### config.mk
export PLATFORM = sky130hd
export DESIGN_NAME = base32_digest_decoder_flat
export DESIGN_NICKNAME = d
export VERILOG_FILES = /design/src/rtl/b32dd_pkg.sv /design/src/rtl/b32dd_if.sv /design/src/rtl/b32dd_digit.sv /design/src/rtl/base32_digest_decoder.sv /design/src/flat_wrapper.sv
export SDC_FILE = /design/constraint.sdc
export NUM_CORES = 1
export LEC_CHECK = 0
export ABC_AREA = 1
export ABC_CLOCK_PERIOD_IN_PS = 3400
export BUFFER_PORTS_ARGS = -buffer_cell sky130_fd_sc_hd__buf_4
export CAP_MARGIN = 30
export CORE_MARGIN = 8
export CORE_UTILIZATION = 60
export DETAILED_ROUTE_END_ITERATION = 10
export GPL_TIMING_DRIVEN = 0
export HOLD_SLACK_MARGIN = 0.06
export PLACE_DENSITY = 0.8
export SLEW_MARGIN = 5
export SYNTH_ARGS = -nofsm -noshare
export SYNTH_HDL_FRONTEND = slang
export SYNTH_HIERARCHICAL = 1
export SYNTH_SLANG_ARGS = --single-unit
export TNS_END_PERCENT = 1
### constraint.sdc
create_clock -name i_clk -period 3.4 [get_ports i_clk]
set_input_delay 0.68 -clock i_clk [delete_from_list [all_inputs] [get_ports i_clk]]
set_output_delay 0.68 -clock i_clk [all_outputs]
set_load 0.03 [all_outputs]
### src/rtl/b32dd_pkg.sv
// Shared types and constants of the base32 digest decoder.
// No dependencies; used by the interfaces and all modules.
`timescale 1ns / 1ps

package b32dd_pkg;

    localparam int BYTE_W  = 8;
    localparam int DIGIT_W = 5;
    localparam int POS_W   = 3;

    localparam logic [BYTE_W-1:0]  UPPER_A      = 8'h41;
    localparam logic [BYTE_W-1:0]  UPPER_Z      = 8'h5A;
    localparam logic [BYTE_W-1:0]  LOWER_A      = 8'h61;
    localparam logic [BYTE_W-1:0]  LOWER_Z      = 8'h7A;
    localparam logic [BYTE_W-1:0]  CHAR_TWO     = 8'h32;
    localparam logic [BYTE_W-1:0]  CHAR_SEVEN   = 8'h37;
    localparam logic [DIGIT_W-1:0] NUMBER_BASE  = 5'h1A;

    typedef struct packed {
        logic               valid;
        logic [DIGIT_W-1:0] value;
    } t_digit;

    typedef enum logic {
        PH_DIGIT,
        PH_FLUSH
    } t_phase;

endpackage

### src/rtl/b32dd_if.sv
// Handshake interfaces for the character input and the byte output.
// Depends on b32dd_pkg for the field widths.
`timescale 1ns / 1ps

interface b32dd_char_if;
    logic                          valid;
    logic                          ready;
    logic [b32dd_pkg::BYTE_W-1:0]  character;
    logic                          end_of_text;

    modport source (output valid, output character, output end_of_text, input ready);
    modport sink   (input valid, input character, input end_of_text, output ready);
endinterface

interface b32dd_byte_if;
    logic                          valid;
    logic                          ready;
    logic [b32dd_pkg::BYTE_W-1:0]  digest_byte;
    logic                          final_byte;

    modport source (output valid, output digest_byte, output final_byte, input ready);
    modport sink   (input valid, input digest_byte, input final_byte, output ready);
endinterface

### src/rtl/b32dd_digit.sv
// Maps one character to its base32 digit value and a valid flag.
// Depends on b32dd_pkg.
`timescale 1ns / 1ps

module b32dd_digit (
    input  logic [b32dd_pkg::BYTE_W-1:0] i_character,
    output b32dd_pkg::t_digit            o_digit
);

    logic                             is_upper;
    logic                             is_lower;
    logic                             is_number;
    logic [b32dd_pkg::BYTE_W-1:0]     upper_off;
    logic [b32dd_pkg::BYTE_W-1:0]     lower_off;
    logic [b32dd_pkg::BYTE_W-1:0]     number_off;

    assign is_upper  = (i_character >= b32dd_pkg::UPPER_A) && (i_character <= b32dd_pkg::UPPER_Z);
    assign is_lower  = (i_character >= b32dd_pkg::LOWER_A) && (i_character <= b32dd_pkg::LOWER_Z);
    assign is_number = (i_character >= b32dd_pkg::CHAR_TWO)
                    && (i_character <= b32dd_pkg::CHAR_SEVEN);

    assign upper_off  = i_character - b32dd_pkg::UPPER_A;
    assign lower_off  = i_character - b32dd_pkg::LOWER_A;
    assign number_off = i_character - b32dd_pkg::CHAR_TWO;

    always_comb begin
        o_digit.valid = is_upper || is_lower || is_number;
        priority if (is_upper) begin
            o_digit.value = upper_off[b32dd_pkg::DIGIT_W-1:0];
        end else if (is_lower) begin
            o_digit.value = lower_off[b32dd_pkg::DIGIT_W-1:0];
        end else if (is_number) begin
            o_digit.value = number_off[b32dd_pkg::DIGIT_W-1:0] + b32dd_pkg::NUMBER_BASE;
        end else begin
            o_digit.value = '0;
        end
    end

endmodule

### src/rtl/base32_digest_decoder.sv
// An accepted character is held in the input register; the byte it completes is then written
// to the output register, which holds it until the byte is taken.
// Throughput: one character per cycle while the output is taken; an end mark holds the
// input until the remaining digest bytes have been flushed through the single output register.
// Reset: synchronous, active low; clears both registers' valid bits and the packing state.
// Depends on b32dd_pkg, b32dd_if and b32dd_digit.
`timescale 1ns / 1ps

module base32_digest_decoder #(
    parameter int DIGEST_BYTES = 20
) (
    input  logic                i_clk,
    input  logic                i_rst_n,
    b32dd_char_if.sink          i_char,
    b32dd_byte_if.source        o_byte
);

    localparam int CW = $clog2(DIGEST_BYTES + 1);
    localparam logic [CW-1:0] N_BYTES = CW'(DIGEST_BYTES);
    localparam int BW = b32dd_pkg::BYTE_W;
    localparam int DW = b32dd_pkg::DIGIT_W;
    localparam int PW = b32dd_pkg::POS_W;

    logic                     r_in_valid;
    logic [BW-1:0]            r_char;
    logic                     r_eot;
    logic                     r_out_valid;
    logic [BW-1:0]            r_out_byte;
    logic                     r_out_final;
    logic [BW-1:0]            r_partial;
    logic [PW-1:0]            r_pos;
    logic [CW-1:0]            r_emitted;
    b32dd_pkg::t_phase        r_phase;

    logic [BW-1:0]            n_partial;
    logic [PW-1:0]            n_pos;
    logic [CW-1:0]            n_emitted;
    b32dd_pkg::t_phase        n_phase;

    b32dd_pkg::t_digit        digit;
    logic                     out_free;
    logic                     room;
    logic [CW-1:0]            emitted_inc;
    logic                     inc_final;
    logic [PW-1:0]            npos;
    logic [BW+DW-1:0]         left_sh;
    logic [BW-1:0]            right_sh;
    logic                     emit;
    logic [BW-1:0]            emit_byte;
    logic                     go;
    logic                     consume;

    b32dd_digit u_digit (
        .i_character (r_char),
        .o_digit     (digit)
    );

    assign out_free    = !r_out_valid || o_byte.ready;
    assign room        = r_emitted < N_BYTES;
    assign emitted_inc = r_emitted + CW'(1);
    assign inc_final   = emitted_inc == N_BYTES;
    assign npos        = r_pos + PW'(5);
    assign left_sh     = {{BW{1'b0}}, digit.value} << (4'd8 - {1'b0, npos});
    assign right_sh    = {{(BW-DW){1'b0}}, digit.value} >> npos;

    always_comb begin
        n_partial = r_partial;
        n_pos     = r_pos;
        n_emitted = r_emitted;
        n_phase   = r_phase;
        emit      = 1'b0;
        emit_byte = '0;
        go        = 1'b0;
        consume   = 1'b0;
        unique case (r_phase)
            b32dd_pkg::PH_DIGIT: begin
                if (digit.valid && room) begin
                    if (r_pos <= PW'(3)) begin
                        if (npos == '0) begin
                            emit      = 1'b1;
                            emit_byte = r_partial | {{(BW-DW){1'b0}}, digit.value};
                            n_partial = '0;
                            n_emitted = emitted_inc;
                        end else begin
                            n_partial = r_partial | left_sh[BW-1:0];
                        end
                        n_pos = npos;
                    end else begin
                        emit      = 1'b1;
                        emit_byte = r_partial | right_sh;
                        n_emitted = emitted_inc;
                        if (!inc_final) begin
                            n_partial = left_sh[BW-1:0];
                            n_pos     = npos;
                        end else begin
                            n_partial = '0;
                            n_pos     = '0;
                        end
                    end
                end
                go = r_in_valid && (!emit || out_free);
                if (r_eot) begin
                    if (n_emitted < N_BYTES) begin
                        n_phase = b32dd_pkg::PH_FLUSH;
                    end else begin
                        consume   = go;
                        n_partial = '0;
                        n_pos     = '0;
                        n_emitted = '0;
                    end
                end else begin
                    consume = go;
                end
            end
            b32dd_pkg::PH_FLUSH: begin
                emit      = 1'b1;
                emit_byte = r_partial;
                go        = out_free;
                n_partial = '0;
                n_emitted = emitted_inc;
                if (inc_final) begin
                    consume   = go;
                    n_pos     = '0;
                    n_emitted = '0;
                    n_phase   = b32dd_pkg::PH_DIGIT;
                end
            end
            default: begin
                n_phase = b32dd_pkg::PH_DIGIT;
            end
        endcase
    end

    assign i_char.ready       = !r_in_valid || consume;
    assign o_byte.valid       = r_out_valid;
    assign o_byte.digest_byte = r_out_byte;
    assign o_byte.final_byte  = r_out_final;

    always_ff @(posedge i_clk) begin
        if (!i_rst_n) begin
            r_phase   <= b32dd_pkg::PH_DIGIT;
            r_partial <= '0;
            r_pos     <= '0;
            r_emitted <= '0;
        end else if (go) begin
            r_phase   <= n_phase;
            r_partial <= n_partial;
            r_pos     <= n_pos;
            r_emitted <= n_emitted;
        end
    end

    always_ff @(posedge i_clk) begin
        if (!i_rst_n) begin
            r_in_valid <= 1'b0;
        end else if (i_char.ready) begin
            r_in_valid <= i_char.valid;
        end
    end

    always_ff @(posedge i_clk) begin
        if (i_char.ready && i_char.valid) begin
            r_char <= i_char.character;
            r_eot  <= i_char.end_of_text;
        end
    end

    always_ff @(posedge i_clk) begin
        if (!i_rst_n) begin
            r_out_valid <= 1'b0;
        end else if (go && emit) begin
            r_out_valid <= 1'b1;
        end else if (o_byte.ready) begin
            r_out_valid <= 1'b0;
        end
    end

    always_ff @(posedge i_clk) begin
        if (go && emit) begin
            r_out_byte  <= emit_byte;
            r_out_final <= inc_final;
        end
    end

endmodule

### src/flat_wrapper.sv
// flat-port wrapper written by rule: the top's interface ports become plain ports
module base32_digest_decoder_flat 
#(
    parameter int DIGEST_BYTES = 20
)
  (i_clk, i_rst_n, i_char_valid, i_char_character, i_char_end_of_text, i_char_ready, o_byte_valid, o_byte_digest_byte, o_byte_final_byte, o_byte_ready);
  b32dd_char_if i_char_i ();
  b32dd_byte_if o_byte_i ();
  input  logic i_clk;
  input  logic i_rst_n;
  input wire logic [$bits(i_char_i.valid)-1:0] i_char_valid;
  input wire logic [$bits(i_char_i.character)-1:0] i_char_character;
  input wire logic [$bits(i_char_i.end_of_text)-1:0] i_char_end_of_text;
  output wire logic [$bits(i_char_i.ready)-1:0] i_char_ready;
  output wire logic [$bits(o_byte_i.valid)-1:0] o_byte_valid;
  output wire logic [$bits(o_byte_i.digest_byte)-1:0] o_byte_digest_byte;
  output wire logic [$bits(o_byte_i.final_byte)-1:0] o_byte_final_byte;
  input wire logic [$bits(o_byte_i.ready)-1:0] o_byte_ready;
  assign i_char_i.valid = i_char_valid;
  assign i_char_i.character = i_char_character;
  assign i_char_i.end_of_text = i_char_end_of_text;
  assign i_char_ready = i_char_i.ready;
  assign o_byte_valid = o_byte_i.valid;
  assign o_byte_digest_byte = o_byte_i.digest_byte;
  assign o_byte_final_byte = o_byte_i.final_byte;
  assign o_byte_i.ready = o_byte_ready;
  base32_digest_decoder #(.DIGEST_BYTES(DIGEST_BYTES)) u_core (.i_clk(i_clk), .i_rst_n(i_rst_n), .i_char(i_char_i), .o_byte(o_byte_i));
endmodule
==> results.cfg <==
[run_status]
status = finished, final reports clean

[critical_path]
end_kind = output pin
critPathBufInv = 4
worstRegToRegCells = 18
arrival_ns = 2.62
rrSetupSlack_ns = 0.24
cpPeakStageDelay_ns = 0.46
cp_slowest_cell = edfxtp_1
r2r-start = u_core/r_char[3]
r2r-end = u_core/r_char[1]
path_max_fanout = 10
crit_path_cell_trace = inv_2 -> ha_1 -> nand2_1 -> inv_1 -> nand3_1 -> nand2_2 -> nand3_1 -> nand3_2 -> inv_2 -> nor2_8 -> nand2_8 -> nand2_1 -> nand2_1 -> nand2_1 -> nand2_1 -> nand2_1 -> nand2_2 -> nand2_1 -> buf_6
crit_path_start_kind = register
path_class = register to output pin
cp_top_family = simple AND/OR/NAND/NOR gates
crit_top_cell = nand2_1
cp.required_ns = 2.72

[routing]
drt-initial-drc-count = 245
first_pass_iters = 5
wl_per_cell_um = 14.4
routed_wl_um = 7330
viasPerCell = 5.79
vias = 2945
drc = 0
drtAntennaViolNets = 0

[power]
p_switching_uw = 473
p_leak_nw = 1.48
p_sw_frac = 0.351
seqPwrFrac = 0.393
vdd_drop_max_uv = 266
comb_power_share = 0.334
clkPwrFrac = 0.273
intPower_uw = 875
power_density_nw_per_um2 = 406

[die]
core_area_sq_um = 4660
initial_core_util = 0.614
die_height_um = 85.1
dieArea_sq_um = 7240
pin_count = 24
num_rows = 25
die_w_um = 85.1

[global_routing]
grt-ovfl-total = 0
met1_usage = 0.268
grt_start_max_net_pins = 12
antenna_found_initial = 0
grt_pass1_wl_um = 12000
first_global_vias = 2630
grt_busiest_layer = met2
grtUsageTotal = 0.204
use_met2 = 0.323
use_met3 = 0.0396

[logic_synthesis]
ys_types = 39
ys_ff_latch = 37
synth_cells = 414
synth_nets = 439
syn_area_sq_um = 2860
synth_top_area_share = 0.189
yosys_warnings = 6
syn_area_per_cell_sq_um = 6.92
synth_area_leader_cell = edfxtp_1
synthTopCellsByArea = edfxtp_1 (19%), nand2_1 (13%), dfxtp_1 (13%), nand3_1 (7.9%), inv_1 (6.4%)
synth.yosys.seq_area_share = 0.322

[final_layout]
fillers = 381
multiInputGateArea_sq_um = 1660
diodes = 0
final_area_sq_um = 3320
nets = 479
drive_gt1_frac = 0.185
final_util = 0.712
synthToLayoutAreaGrowth_pct = 15.8
regArea_sq_um = 921

[placed_design]
dp_hpwl_um = 5330
dpl-instance-area_sq_um = 3100
place.gp.congestion = 0.957
dpl_worst_slack_ns = 0.0842
io_buffers = 22

[timing]
finalWorstPathRequiredPeriod_ns = 3.30
fmax_mhz = 303
finalHoldViolCount = 0
finalSetupViolations = 0
worst_pin_slew_ns = 0.897
min_period_over_period = 0.970
fin_ws_ns = 0.103
maxSlewViolCount = 0
relSlewSlack = 0.402
worst_clock_skew_ns = 0.00924

[job]
cap_violations = 0

[cts]
cts.clk_slew.worst_paths_ns = 0.07
clock_latency_ns = 0.29
htree_num_levels = 2
clockBufferDepth = 2
cts_root_buf = clkbuf_8
cts_sinks = 37
cts_tree = done
cts_made_buffers = 5
cts.hold.buffers_added = 0

[hold_path]
holdPathStages = 2
hold_path.class = register to register
hp-start = u_core/r_partial[3]
hold_end = u_core/r_partial[3]
-- layout by cell type (no fill, tap or decap), types with 3 or more instances in the layout --
cell type	instances
nand2_1	102
nand2_4	4
dfxtp_1	19
nand2_2	6
clkbuf_8	5
nor2_4	3
nand4_1	20
o21ai_0	29
ha_1	11
inv_1	47
edfxtp_1	18
nor2_1	31
buf_4	35
nand3_1	43
buf_6	4
clkinv_1	3
clkbuf_1	4
nand3_2	3
o22ai_1	3
a21oi_1	26
inv_2	10
-- routing by layer --
layer	vias up	routed length, um
met1	1344	3160
met4	0	175
met3	22	507
met5	-	0
met2	125	3480
li1	1454	-
-- stage by stage --
stage | setup TNS (ns) | power [mW] | cells | hold WS [ns]
final | 0 | 1.35 | 509 | 0.466
after global routing | -0.134 | 1.44 | 509 | 0.493
after CTS | 0 | 1.33 | 501 | 0.467
after detailed placement | 0 | 0.958 | 490 | 0.455
after global placement | 0 | 0.948 | 490 | 0.454
after floorplan | 0 | 0.857 | 414 | 0.443
-- logic make-up (layout without fill, tap and decap cells) --
| group | after synthesis | count (layout) | share of synthesized area |
|---|---|---|---|
| AOI/OAI and AO/OA | 69 | 69 | 0.132 |
| xor gates and xnor gates | 4 | 4 | 0.0122 |
| adders and majority gates | 12 | 12 | 0.0524 |
| buffers and inverters | 71 | 112 | 0.107 |
| DFF | 37 | 37 | 0.322 |
| and+or+nand+nor | 221 | 221 | 0.375 |
-- registers in the layout, summed over array words and instances (netlist names) --
| name | flops |
|---|---|
| u_core/o_byte.digest_byte | 8 |
| u_core/o_byte.final_byte | 1 |
| u_core/r_phase | 1 |
| u_core/r_pos | 3 |
| u_core/r_in_valid | 1 |
| u_core/r_char | 8 |
| u_core/r_partial | 8 |
| u_core/r_emitted | 5 |
| u_core/r_eot | 1 |
| u_core/o_byte.valid | 1 |
-- synth_stat cells, drive strengths merged --
library cell    n
clkinv          2
and2            1
o21a            1
clkbuf          3
a211oi          2
xnor2           2
ha             12
nor2           37
nor3            1
xor2            2
a21oi          28
nand4          21
or2             1
edfxtp         18
o211ai          2
o31ai           2
nand2         113
dfxtp          19
o22ai           3
inv            59
nand3          47
buf             7
o21ai          31
-- power groups by stage --
| stage | registers (mW) | logic, mW | clock network (mW) |
|---|---|---|---|
| after floorplan | 0.545 | 0.311 | 0 |
| after global placement | 0.539 | 0.409 | 0 |
| after detailed placement | 0.540 | 0.418 | 0 |
| after CTS | 0.528 | 0.425 | 0.381 |
| after global routing | 0.533 | 0.506 | 0.396 |
| final | 0.529 | 0.451 | 0.368 |
-- worst max path at each step --
stage	startpoint	to	slack, ns	cells past startpoint
floorplan	u_core/r_char[1]	i_char_ready	0.63	14
global placement	u_core/r_char[3]	u_core/r_char[7]	0.13	18
detailed placement	u_core/r_char[0]	u_core/r_char[1]	0.08	16
CTS	u_core/r_char[0]	i_char_ready	0.007	17
global route	u_core/r_char[3]	i_char_ready	-0.07	19
finish	u_core/r_char[3]	i_char_ready	0.10	19
-- final cells by class --
type | count | share of cell area
inverter | 61 | 0.0713
tap | 54 | 0.0204
buffer | 10 | 0.0219
timing repair buffer | 33 | 0.0758
multi-input combinational | 306 | 0.501
clock buffer | 6 | 0.0219
clock inverter | 2 | 0.0102
sequential | 37 | 0.278
-- worst register-to-register path, delay by kind of cell (launching register included) --
| kind | cells | cell delay (ns) |
|---|---|---|
| buffers and inverters | 3 | 0.25 |
| and+or+nand+nor | 13 | 1.21 |
| DFF | 1 | 0.46 |
| AOI/OAI and AO/OA | 1 | 0.69 |
| adders and majority gates | 1 | 0.17 |
-- timing repair --
item                                    CTS  global route
endpoints found under the setup margin    1            11
pin swaps                                 0             4
gates resized for setup                   1             8
buffers inserted                          3             8
Note: power is estimated with default switching activity, not from simulation.
